===== config.mk =====
export PLATFORM = sky130hd
export DESIGN_NAME = plate_occurrence_counting_table
export DESIGN_NICKNAME = d
export VERILOG_FILES = /design/src/poct_pkg.sv /design/src/plate_occurrence_counting_table.sv /design/src/poct_ram.sv /design/src/poct_ctrl.sv /design/src/poct_dp.sv
export SDC_FILE = /design/constraint.sdc
export NUM_CORES = 2
export LEC_CHECK = 0
export BUFFER_PORTS_ARGS = -buffer_cell sky130_fd_sc_hd__buf_2
export CAP_MARGIN = 30
export CORE_MARGIN = 1
export CORE_UTILIZATION = 60
export CTS_BUF_LIST = sky130_fd_sc_hd__clkbuf_2 sky130_fd_sc_hd__clkbuf_4 sky130_fd_sc_hd__clkbuf_8
export CTS_CLUSTER_SIZE = 14
export DETAILED_ROUTE_END_ITERATION = 12
export PLACE_DENSITY = 0.76
export SKIP_LAST_GASP = 1
export SLEW_MARGIN = 20
export SYNTH_ARGS = -nofsm -noshare
export SYNTH_HDL_FRONTEND = slang
export SYNTH_SLANG_ARGS = --single-unit

===== constraint.sdc =====
create_clock -name clk -period 8.56 [get_ports clk]
set_input_delay 0.856 -clock clk [delete_from_list [all_inputs] [get_ports clk]]
set_output_delay 0.856 -clock clk [all_outputs]
set_load 0.02 [all_outputs]

===== src/poct_pkg.sv =====
`timescale 1ns / 1ps
`default_nettype none

package poct_pkg;

	localparam int BUCKETS   = 10;
	localparam int NUM_W     = 10;
	localparam int LET_W     = 24;
	localparam int BKT_W     = 4;
	localparam int HIT_CNT_W = 16;
	localparam int IN_DATA_W  = 40;
	localparam int OUT_DATA_W = 24;
	localparam int OUT_USER_W = 2;

	localparam logic [7:0] CH_A = 8'h61;
	localparam logic [7:0] CH_C = 8'h63;
	localparam logic [7:0] CH_D = 8'h64;
	localparam logic [7:0] CH_F = 8'h66;
	localparam logic [7:0] CH_G = 8'h67;
	localparam logic [7:0] CH_I = 8'h69;
	localparam logic [7:0] CH_J = 8'h6a;
	localparam logic [7:0] CH_L = 8'h6c;
	localparam logic [7:0] CH_M = 8'h6d;
	localparam logic [7:0] CH_O = 8'h6f;
	localparam logic [7:0] CH_P = 8'h70;
	localparam logic [7:0] CH_R = 8'h72;
	localparam logic [7:0] CH_S = 8'h73;
	localparam logic [7:0] CH_U = 8'h75;
	localparam logic [7:0] CH_V = 8'h76;
	localparam logic [7:0] CH_X = 8'h78;
	localparam logic [7:0] CH_Y = 8'h79;
	localparam logic [7:0] CH_Z = 8'h7a;

	typedef struct packed {
		logic load;
		logic search;
		logic commit;
	} poct_cmd_t;

	typedef struct packed {
		logic issue_more;
		logic cmp_vld;
		logic match;
		logic out_free;
	} poct_status_t;

	function automatic logic [BKT_W-1:0] bucket_of(input logic [7:0] ch);
		logic [BKT_W-1:0] b;
		b = BKT_W'(0);
		if (ch >= CH_A && ch <= CH_C) b = BKT_W'(1);
		else if (ch >= CH_D && ch <= CH_F) b = BKT_W'(2);
		else if (ch >= CH_G && ch <= CH_I) b = BKT_W'(3);
		else if (ch >= CH_J && ch <= CH_L) b = BKT_W'(4);
		else if (ch >= CH_M && ch <= CH_O) b = BKT_W'(5);
		else if (ch >= CH_P && ch <= CH_R) b = BKT_W'(6);
		else if (ch >= CH_S && ch <= CH_U) b = BKT_W'(7);
		else if (ch >= CH_V && ch <= CH_X) b = BKT_W'(8);
		else if (ch >= CH_Y && ch <= CH_Z) b = BKT_W'(9);
		return b;
	endfunction

endpackage

`default_nettype wire


===== src/plate_occurrence_counting_table.sv =====
`timescale 1ns / 1ps
`default_nettype none

// Plate occurrence counter: each plate key (number and three letters) lands in one of ten
// buckets chosen by its middle letter, and the bucket's filled ways are walked through the
// entry RAM, one read per cycle. A hit bumps the stored count (saturating at
// 2^COUNT_BITS-1); a miss claims the next free way with count 1, or reports table_full when
// the bucket has none. Exactly one result beat leaves per input beat, in order. For each
// accepted key the RAM read port steps through the filled ways of its bucket, each read
// registered before its compare, and the search ends at the first match or after the last
// filled way; the update cycle then holds while the previous result has not been taken. The
// next key is taken while a result still waits at the output register. Per-bucket fill
// counts, cleared at reset, mark which ways hold data, so no clearing pass runs after reset.
module plate_occurrence_counting_table
	import poct_pkg::*;
#(
	parameter int WAYS       = 8,
	parameter int COUNT_BITS = 16
) (
	input  wire logic                  clk,
	input  wire logic                  arst_n,
	input  wire logic                  s_axis_tvalid,
	output logic                       s_axis_tready,
	input  wire logic [IN_DATA_W-1:0]  s_axis_tdata,  // plate_number[9:0], plate_letters[33:10]
	output logic                       m_axis_tvalid,
	input  wire logic                  m_axis_tready,
	output logic      [OUT_DATA_W-1:0] m_axis_tdata,  // hit_count[15:0], bucket_index[19:16]
	output logic      [OUT_USER_W-1:0] m_axis_tuser   // first_time[0], table_full[1]
);

	poct_cmd_t            cmd;
	poct_status_t         status;
	logic [HIT_CNT_W-1:0] hit_count;
	logic                 first_time;
	logic                 table_full;
	logic [BKT_W-1:0]     bucket_index;

	poct_ctrl u_ctrl (
		.clk      (clk),
		.arst_n   (arst_n),
		.in_valid (s_axis_tvalid),
		.in_ready (s_axis_tready),
		.status   (status),
		.cmd      (cmd)
	);

	poct_dp #(
		.WAYS       (WAYS),
		.COUNT_BITS (COUNT_BITS)
	) u_dp (
		.clk           (clk),
		.arst_n        (arst_n),
		.cmd           (cmd),
		.status        (status),
		.plate_number  (s_axis_tdata[NUM_W-1:0]),
		.plate_letters (s_axis_tdata[NUM_W+LET_W-1:NUM_W]),
		.out_ready     (m_axis_tready),
		.out_valid     (m_axis_tvalid),
		.hit_count     (hit_count),
		.first_time    (first_time),
		.table_full    (table_full),
		.bucket_index  (bucket_index)
	);

	assign m_axis_tdata = {(OUT_DATA_W - HIT_CNT_W - BKT_W)'(0), bucket_index, hit_count};
	assign m_axis_tuser = {table_full, first_time};

`ifndef ASSERT_OFF
	a_commit_shows: assert property (@(posedge clk) disable iff (!arst_n)
		cmd.commit |=> m_axis_tvalid)
		else $error("result committed but no output beat");

	a_no_overwrite: assert property (@(posedge clk) disable iff (!arst_n)
		cmd.commit |-> (!m_axis_tvalid || m_axis_tready))
		else $error("pending result overwritten");

	a_busy_after_load: assert property (@(posedge clk) disable iff (!arst_n)
		cmd.load |=> !s_axis_tready)
		else $error("new key taken during a lookup");

	a_flags_exclusive: assert property (@(posedge clk) disable iff (!arst_n)
		m_axis_tvalid |-> !(m_axis_tuser[0] && m_axis_tuser[1]))
		else $error("first_time and table_full both set");
`endif

endmodule

`default_nettype wire


===== src/poct_ram.sv =====
`timescale 1ns / 1ps
`default_nettype none

module poct_ram #(
	parameter int WIDTH = 50,
	parameter int DEPTH = 80
) (
	input  wire logic                     clk,
	input  wire logic                     we,
	input  wire logic [$clog2(DEPTH)-1:0] waddr,
	input  wire logic [WIDTH-1:0]         wdata,
	input  wire logic                     re,
	input  wire logic [$clog2(DEPTH)-1:0] raddr,
	output logic      [WIDTH-1:0]         rdata
);

	logic [WIDTH-1:0] mem_q [DEPTH];

	always_ff @(posedge clk) begin
		if (we) begin
			mem_q[waddr] <= wdata;
		end
		if (re) begin
			rdata <= mem_q[raddr];
		end
	end

endmodule

`default_nettype wire


===== src/poct_ctrl.sv =====
`timescale 1ns / 1ps
`default_nettype none

module poct_ctrl
	import poct_pkg::*;
(
	input  wire logic         clk,
	input  wire logic         arst_n,
	input  wire logic         in_valid,
	output logic              in_ready,
	input  wire poct_status_t status,
	output poct_cmd_t         cmd
);

	typedef enum logic [2:0] {
		ST_IDLE   = 3'b001,
		ST_SEARCH = 3'b010,
		ST_UPDATE = 3'b100
	} state_t;

	state_t state_q, state_d;

	always_comb begin
		state_d    = state_q;
		cmd        = '0;
		in_ready   = 1'b0;
		case (state_q)
			ST_IDLE: begin
				in_ready = 1'b1;
				cmd.load = in_valid;
				if (in_valid) state_d = ST_SEARCH;
			end
			ST_SEARCH: begin
				cmd.search = 1'b1;
				// stop at the first matching way, or once every filled way is checked
				if (status.cmp_vld && status.match) begin
					state_d = ST_UPDATE;
				end else if (!status.issue_more && !status.cmp_vld) begin
					state_d = ST_UPDATE;
				end
			end
			ST_UPDATE: begin
				cmd.commit = status.out_free;
				if (status.out_free) state_d = ST_IDLE;
			end
			default: begin
				state_d = ST_IDLE;
			end
		endcase
	end

	always_ff @(posedge clk or negedge arst_n) begin
		if (!arst_n) begin
			state_q <= ST_IDLE;
		end else begin
			state_q <= state_d;
		end
	end

endmodule

`default_nettype wire


===== src/poct_dp.sv =====
`timescale 1ns / 1ps
`default_nettype none

module poct_dp
	import poct_pkg::*;
#(
	parameter int WAYS       = 8,
	parameter int COUNT_BITS = 16
) (
	input  wire logic             clk,
	input  wire logic             arst_n,
	input  wire poct_cmd_t        cmd,
	output poct_status_t          status,
	input  wire logic [NUM_W-1:0] plate_number,
	input  wire logic [LET_W-1:0] plate_letters,
	input  wire logic             out_ready,
	output logic                  out_valid,
	output logic [HIT_CNT_W-1:0]  hit_count,
	output logic                  first_time,
	output logic                  table_full,
	output logic [BKT_W-1:0]      bucket_index
);

	localparam int ENTRIES = BUCKETS * WAYS;
	localparam int ADDR_W  = $clog2(ENTRIES);
	localparam int WAY_W   = (WAYS > 1) ? $clog2(WAYS) : 1;
	localparam int FILL_W  = $clog2(WAYS + 1);
	localparam int ENT_W   = COUNT_BITS + LET_W + NUM_W;

	logic [NUM_W-1:0]      num_q;
	logic [LET_W-1:0]      let_q;
	logic [BKT_W-1:0]      bkt_q;
	logic [FILL_W-1:0]     fill_q [BUCKETS];
	logic [FILL_W-1:0]     cur_fill;
	logic [FILL_W-1:0]     w_q;
	logic                  cmp_vld_s1;
	logic [WAY_W-1:0]      cmp_way_s1;
	logic                  hit_q;
	logic [WAY_W-1:0]      hit_way_q;
	logic [COUNT_BITS-1:0] hit_cnt_q;
	logic [COUNT_BITS-1:0] rd_cnt;
	logic [COUNT_BITS-1:0] rd_cnt_inc;
	logic [LET_W-1:0]      rd_let;
	logic [NUM_W-1:0]      rd_num;
	logic                  match;
	logic                  issue_more;
	logic                  bucket_full;
	logic                  out_free;
	logic [ADDR_W-1:0]     base;
	logic                  ram_re;
	logic [ADDR_W-1:0]     ram_raddr;
	logic                  ram_we;
	logic [ADDR_W-1:0]     ram_waddr;
	logic [ENT_W-1:0]      ram_wdata;
	logic [ENT_W-1:0]      ram_rdata;
	logic [COUNT_BITS-1:0] new_cnt;
	logic [HIT_CNT_W+COUNT_BITS-1:0] cnt_ext;

	assign cur_fill    = fill_q[bkt_q];
	assign issue_more  = (w_q < cur_fill);
	assign bucket_full = (cur_fill == FILL_W'(WAYS));
	assign base        = ADDR_W'(bkt_q) * ADDR_W'(WAYS);

	assign {rd_cnt, rd_let, rd_num} = ram_rdata;
	assign match      = (rd_num == num_q) && (rd_let == let_q);
	assign rd_cnt_inc = (rd_cnt == '1) ? rd_cnt : rd_cnt + COUNT_BITS'(1);

	assign ram_re    = cmd.search && issue_more;
	assign ram_raddr = base + ADDR_W'(w_q[WAY_W-1:0]);

	assign new_cnt   = hit_q ? hit_cnt_q : COUNT_BITS'(1);
	assign ram_we    = cmd.commit && (hit_q || !bucket_full);
	assign ram_waddr = base + ADDR_W'(hit_q ? hit_way_q : cur_fill[WAY_W-1:0]);
	assign ram_wdata = {new_cnt, let_q, num_q};

	assign out_free = !out_valid || out_ready;
	assign cnt_ext  = {{HIT_CNT_W{1'b0}}, new_cnt};

	assign status.issue_more = issue_more;
	assign status.cmp_vld    = cmp_vld_s1;
	assign status.match      = match;
	assign status.out_free   = out_free;

	poct_ram #(
		.WIDTH (ENT_W),
		.DEPTH (ENTRIES)
	) u_entries (
		.clk   (clk),
		.we    (ram_we),
		.waddr (ram_waddr),
		.wdata (ram_wdata),
		.re    (ram_re),
		.raddr (ram_raddr),
		.rdata (ram_rdata)
	);

	// key registers, the hit record and the result registers
	always_ff @(posedge clk) begin
		if (cmd.load) begin
			num_q <= plate_number;
			let_q <= plate_letters;
			bkt_q <= bucket_of(plate_letters[15:8]);
		end
		if (ram_re) begin
			cmp_way_s1 <= w_q[WAY_W-1:0];
		end
		if (cmd.search && cmp_vld_s1 && match) begin
			hit_way_q <= cmp_way_s1;
			hit_cnt_q <= rd_cnt_inc;
		end
		if (cmd.commit) begin
			hit_count    <= (hit_q || !bucket_full) ? cnt_ext[HIT_CNT_W-1:0] : '0;
			first_time   <= !hit_q && !bucket_full;
			table_full   <= !hit_q && bucket_full;
			bucket_index <= bkt_q;
		end
	end

	always_ff @(posedge clk or negedge arst_n) begin
		if (!arst_n) begin
			w_q        <= '0;
			cmp_vld_s1 <= 1'b0;
			hit_q      <= 1'b0;
			out_valid  <= 1'b0;
			for (int b = 0; b < BUCKETS; b++) begin
				fill_q[b] <= '0;
			end
		end else begin
			if (cmd.load) begin
				w_q        <= '0;
				cmp_vld_s1 <= 1'b0;
				hit_q      <= 1'b0;
			end else if (cmd.search) begin
				cmp_vld_s1 <= issue_more;
				if (issue_more) w_q <= w_q + FILL_W'(1);
				if (cmp_vld_s1 && match) hit_q <= 1'b1;
			end
			// ways fill from the bottom and never free, so a count per bucket marks validity
			if (cmd.commit && !hit_q && !bucket_full) begin
				fill_q[bkt_q] <= cur_fill + FILL_W'(1);
			end
			if (cmd.commit) begin
				out_valid <= 1'b1;
			end else if (out_ready) begin
				out_valid <= 1'b0;
			end
		end
	end

endmodule

`default_nettype wire


Yosys cells after proc, flatten, opt, wreduce, memory -nomap -nowiden
Memories as Yosys holds them, arrays and structs flattened. A register that Yosys moved wholly into a read port is not among the register bits. Cells that the tools add are included.

Register bits: 132. Latch bits: 0. Memory bits (writable): 4000. Memory bits (read-only): 0. Bits of input ports: 44. Output and inout bits: 28. Logic and storage cells: 140. Memories: 1.

Memory list: u_dp.u_entries.mem_q (depth 80, width 50, rd ports 1, clocked after memory_dff 1, write ports 1, RTL line poct_ram.sv:17) `logic [WIDTH-1:0] mem_q [DEPTH];`.

Add/sub/neg operators: 5. Multipliers: 0. Div/mod/pow operators: 0. Magnitude comparators: 21. Eq/ne operators: 10. Shifts and indexed selects: 0. Multiplexer cells: 38. Bitwise logic cells: 1. Reduce and logical (&&, ||, !) cells: 37.

Operator list (count): $ge A8 B7 Y1 const B (9); $le A8 B7 Y1 const B (9); $bwmux W40 (1); $mux W16 (2); $mux W4 (8); $mux W3 (9); $eq A24 B24 Y1 (1); $logic_and A1 B1 Y1 (21); $add A16 B1 Y16 const B (1); $bmux W4 S4 (1); $demux W4 S4 (1); $eq A16 B16 Y1 const B (1); $mux W1 (13); $eq A10 B10 Y1 (1); $pmux W3 S3 (1); $add A4 B1 Y4 const B (2); $reduce_bool A2 Y1 (4); $add A7 B3 Y7 (1); $add A7 B7 Y7 (1); $reduce_or A7 Y1 (1); $ge A5 B5 Y1 const B (1); $logic_not A1 Y1 (5); $lt A5 B1 Y1 const B (1); $not A4 Y5 (1); other kinds (13) (16).

Depth between registers and ports, before layout
Depth after elaboration: 10. Gate-level depth with buffers: 14.

By module
Synthesis repeated with hierarchy kept, for this count alone.

Cell total of the unflattened synthesis: 7624. Area, all modules: 161219.6 µm².

Modules (own cells, without submodules): poct_ram (instances 1, cells an instance 7147, area each 154774.7 µm², sequential area each 121616.6 µm²); poct_dp (instances 1, cells an instance 455, area each 6238.5 µm², sequential area each 3638.5 µm²); poct_ctrl (instances 1, cells an instance 15, area each 157.7 µm², sequential area each 76.3 µm²); plate_occurrence_counting_table (instances 1, cells an instance 7, area each 48.8 µm², sequential area each 0.0 µm²).

Worst setup path before layout
No wires, ideal clock.

Path type: flip-flop to flip-flop. Start: register u_dp.bkt_q[1]. End: memory u_dp.u_entries.mem_q[36][0] (enable). Library setup time: 0.533 ns. Arrival: 6.249 ns. Path slack: 1.778 ns. Stages on the path, launching flop included: 13. Clock period less this slack: 6.782 ns. Cell sequence: edfxtp_1 > buf_2 > or2_2 > o21ai_0 > o22a_1 > clkbuf_1 > inv_1 > ha_1 > o21ai_1 > a21oi_1 > a31oi_2 > nand3_2 > a211oi_1.

Longest elaborated chain between the ends: 10. Elaborated cells on any way between the ends: 12. Classes of those cells: 1 x add/sub; 1 x eq/ne; 6 x mux; 1 x bitwise; 3 x reduce/logical.

Ends and longest elaborated chain: start: declaration (RTL line poct_dp.sv:32) `logic [BKT_W-1:0] bkt_q;`; start signal: assignment (RTL line poct_dp.sv:102) `bkt_q <= bucket_of(plate_letters[15:8]);`; branches (longest 10 deep; another with $add A7 B7 Y7); end: declaration (RTL line poct_ram.sv:17).

Parallel ways; which one is timed is not known. The select of a mux whose other input is x is not followed.

Final worst setup path
Start: register u_dp.bkt_q[0]. End: memory u_dp.u_entries.mem_q[59][6] (enable).

The elaborated chain is that of the path after synthesis.

==> impl_metrics.toml <==
[floorplan]
dieArea_mm2 = 0.268
row_count = 189
io_pins = 72
core_mm2 = 0.265
die_y_um = 518
die_w_um = 518
initial_core_util = 0.603

[placed_design]
post-dp-hpwl_um = 205000
placedInstanceArea_mm2 = 0.166
gp_congestion = 0.846
port_buffers = 61

[detailed_routing]
drtPass1Iterations = 10
drt_wl_total_um = 361000
top_layer_used = "met5"
drtIter0Drc = 10300
drtAntennaViolNets = 0
vias = 75400
wl_met3_um = 42700
dr_wl_met2_um = 171000
route.detailed.drc = 56
wl_met1_um = 138000
wl_per_cell_um = 31.9
vias_per_cell = 6.65

[critical_path]
rr_endpoint = "u_dp.u_entries.mem_q[59][6]"
path_max_fanout = 26
path_class = "reg2reg"
reg2reg_depth = 12
cp.required_ns = 9.22
cp.depth = 12
cp_cell_sequence = "buf_4 -> mux4_2 -> nand2b_1 -> a31oi_1 -> buf_4 -> ha_1 -> o21ai_1 -> a21oi_1 -> a31oi_2 -> nand3_1 -> nor2_4 -> buf_4"
crit_top_cell = "buf_4"
endpoint_kind = "flop"
cpPeakStageDelay_ns = 1.04
crit_path_end = "u_dp.u_entries.mem_q[59][6]"
reg2reg_slack_ns = 2.02
r2r_start = "u_dp.bkt_q[0]"
critPathBufInv = 3
slowest_stage = "nor2_4"
cp-start-kind = "flop"
startpoint = "u_dp.bkt_q[0]"
path_delay_family = "simple AND/OR/NAND/NOR gates"
crit_arrival_ns = 7.20

[cells_and_area]
multi_input_area_mm2 = 0.0336
layout-drive-gt1-share = 0.335
layout-area-overhead-vs-synth_pct = 11.9
ff_latch_area_mm2 = 0.125
nets = 7374
fin_area_mm2 = 0.179
fill_cells = 15500

[synthesis]
ys_warn_count = 0
synth_flop_cell = "edfxtp_1"
synth_area_leaders = "edfxtp_1 (78%), mux4_2 (16%), mux2i_1 (1.7%), dfrtp_1 (0.77%), clkbuf_1 (0.43%)"
yosysTopAreaCell = "edfxtp_1"
yosysMostFrequentCell = "edfxtp_1"
async_flop_share = 0.0120
syn-cell-area_mm2 = 0.160
yosysSeqAreaShare = 0.784
synth_edf_count = 4132
avgSynthCellArea_um2 = 24.0
yosysTopAreaCellShare = 0.776
yosys_register_bits = 4182
synth_common_cells = "edfxtp_1 (4132), mux4_2 (1153), mux2i_1 (270)"
synth_cells = 6653
yosysUniqueCellTypes = 67

[cts]
cts_max_path_buffers = 4
htree_levels = 6
clock-sinks = 4182
ctsHoldBuffers = 30
cts_made_buffers = 635
cts_resized = 0
postCtsSetupBuffers = 0
cts-root-buf = "clkbuf_8"
insertion_delay_ns = 1.08
cts_tree = "done"
clkSlewWorstSetupHoldPaths_ns = 0.06

[pwr]
p_int_mw = 35.6
powerDensity_mw_per_mm2 = 270
p_leak_nw = 52.3
p_sw_mw = 12.7
switching_share = 0.262
power_frac_clock = 0.325
vdd_drop_max_uv = 216
pwr-share-seq = 0.483
power_frac_comb = 0.191

[sta]
slew_headroom = 0.268
rsz0062_at_grt = "no"
timing.fmax_ghz = 0.153
post-route-period-util = 0.763
fin_skew_ns = 0.0533
tightest_slew_ns = 1.07
finalSetupTns_ns = 0
hold_viol = 0
drv_slew = 0
setup_viol = 0
fin_crit_ns = 6.54

[flow_run]
maxCapViolCount = 0

[global_routing]
grt_max_degree = 130
grt_pass1_wl_um = 521000
antenna_found_initial = 18
grt_pass1_vias = 76200
grt-ovfl-total = 0
track_usage = 0.270

[min_path]
min_path_type = "in2reg"
hold_depth = 1

[run_status]
outcome = "complete, but fails checks"
violations = "design-rule violations"
==> state kept, by name (all words and copies together), names as in the netlist, 3 cells and up <==
| signal | flops |
|---|---|
| u_dp.let_q | 24 |
| u_dp.bkt_q | 4 |
| u_dp.hit_cnt_q | 16 |
| u_dp.hit_way_q | 3 |
| u_dp.num_q | 10 |
| u_ctrl.state_q | 3 |
| u_dp.u_entries.rdata | 50 |
| u_dp.cmp_way_s1 | 3 |
| u_dp.fill_q | 40 |
| u_dp.bucket_index | 4 |
| u_dp.u_entries.mem_q | 4000 |
| u_dp.hit_count | 16 |
| u_dp.w_q | 4 |
==> layout by cell type (no fill, tap or decap), types with 10 or more instances in the layout <==
| cell | n |
|---|---|
| a21oi_1 | 117 |
| a22o_1 | 50 |
| a22oi_1 | 50 |
| and2_1 | 18 |
| and2_2 | 16 |
| buf_12 | 25 |
| buf_16 | 13 |
| buf_2 | 61 |
| buf_4 | 249 |
| bufinv_16 | 10 |
| clkbuf_4 | 214 |
| clkbuf_8 | 650 |
| clkinv_1 | 162 |
| clkinv_2 | 39 |
| clkinvlp_4 | 18 |
| dfrtp_1 | 46 |
| dlygate4sd3_1 | 30 |
| edfxtp_1 | 4132 |
| inv_1 | 14 |
| inv_6 | 17 |
| mux2_1 | 13 |
| mux2_2 | 14 |
| mux2i_1 | 264 |
| mux4_2 | 1153 |
| nand2_1 | 30 |
| nand3_1 | 23 |
| nand4_1 | 13 |
| nor2_1 | 29 |
| nor2_4 | 78 |
| o21ai_0 | 69 |
| xnor2_1 | 38 |
| xor2_1 | 10 |
==> power by group through the flow <==
stage / Combinational (mW) / Sequential (mW) / Clock, mW
after floorplan: 6.21 / 24.1 / 0
after global placement: 9.04 / 23.8 / 0
after detailed placement: 9.21 / 23.8 / 0
after CTS: 9.24 / 23.4 / 15.9
after global routing: 9.80 / 23.4 / 16.8
final: 9.25 / 23.4 / 15.7
==> routing by layer <==
layer  global-route usage  up-vias
li1                     -    30000
met1                0.396    39900
met2                0.413     4894
met3               0.0623      605
met4               0.0783        2
met5                    0        -
==> per-stage QoR <==
| stage | total power [mW] | setup WS, ns | std cells | utilization | hold slack [ns] |
|---|---|---|---|---|---|
| 5_1_grt | 49.9 | 1.88 | 11300 | 0.675 | 0.0575 |
| 6_report | 48.3 | 2.02 | 11300 | 0.675 | 0.0901 |
| 3_3_place_gp | 32.8 | 2.16 | 10200 | 0.625 | 0.405 |
| 3_5_place_dp | 33.0 | 2.11 | 10200 | 0.627 | 0.415 |
| 2_1_floorplan | 30.3 | 1.78 | 6656 | - | 0.400 |
| 4_1_cts | 48.5 | 2.08 | 11300 | 0.674 | 0.00200 |
==> worst min-delay path by stage <==
stage,start,endpoint,slack [ns]
6_report,s_axis_tdata[18],u_dp.let_q[8],0.09
5_1_grt,s_axis_tdata[18],u_dp.let_q[8],0.06
4_1_cts,s_axis_tdata[18],u_dp.let_q[8],0.002
3_5_place_dp,u_dp.cmp_way_s1[1],u_dp.hit_way_q[1],0.41
3_3_place_gp,u_dp.cmp_way_s1[1],u_dp.hit_way_q[1],0.40
2_1_floorplan,u_dp.cmp_way_s1[0],u_dp.hit_way_q[0],0.40
==> kinds of logic (layout without fill, tap and decap cells) <==
kind of cell | count (synthesis) | after routing | share of synthesized area
multiplexers | 1450 | 1450 | 0.181
AND/OR/NAND/NOR | 266 | 266 | 0.00817
XOR/XNOR | 48 | 48 | 0.00263
flip-flops | 4182 | 4182 | 0.784
other | 1 | 8 | 0.0000235
buffers and inverters | 371 | 1516 | 0.00990
AO/OA/AOI/OAI | 328 | 328 | 0.0132
adder cells (fa/ha/maj) | 7 | 7 | 0.000548
==> area by class of cell <==
| type | count | area share |
|---|---|---|
| timing repair buffer | 383 | 0.0190 |
| multi-input combinational | 2103 | 0.188 |
| sequential | 4182 | 0.701 |
| clock buffer | 863 | 0.0590 |
| tap | 3533 | 0.0247 |
| antenna | 4 | 0.0000560 |
| clock inverter | 252 | 0.00823 |
| inverter | 18 | 0.000378 |
Power figures use the tool's default switching activity.
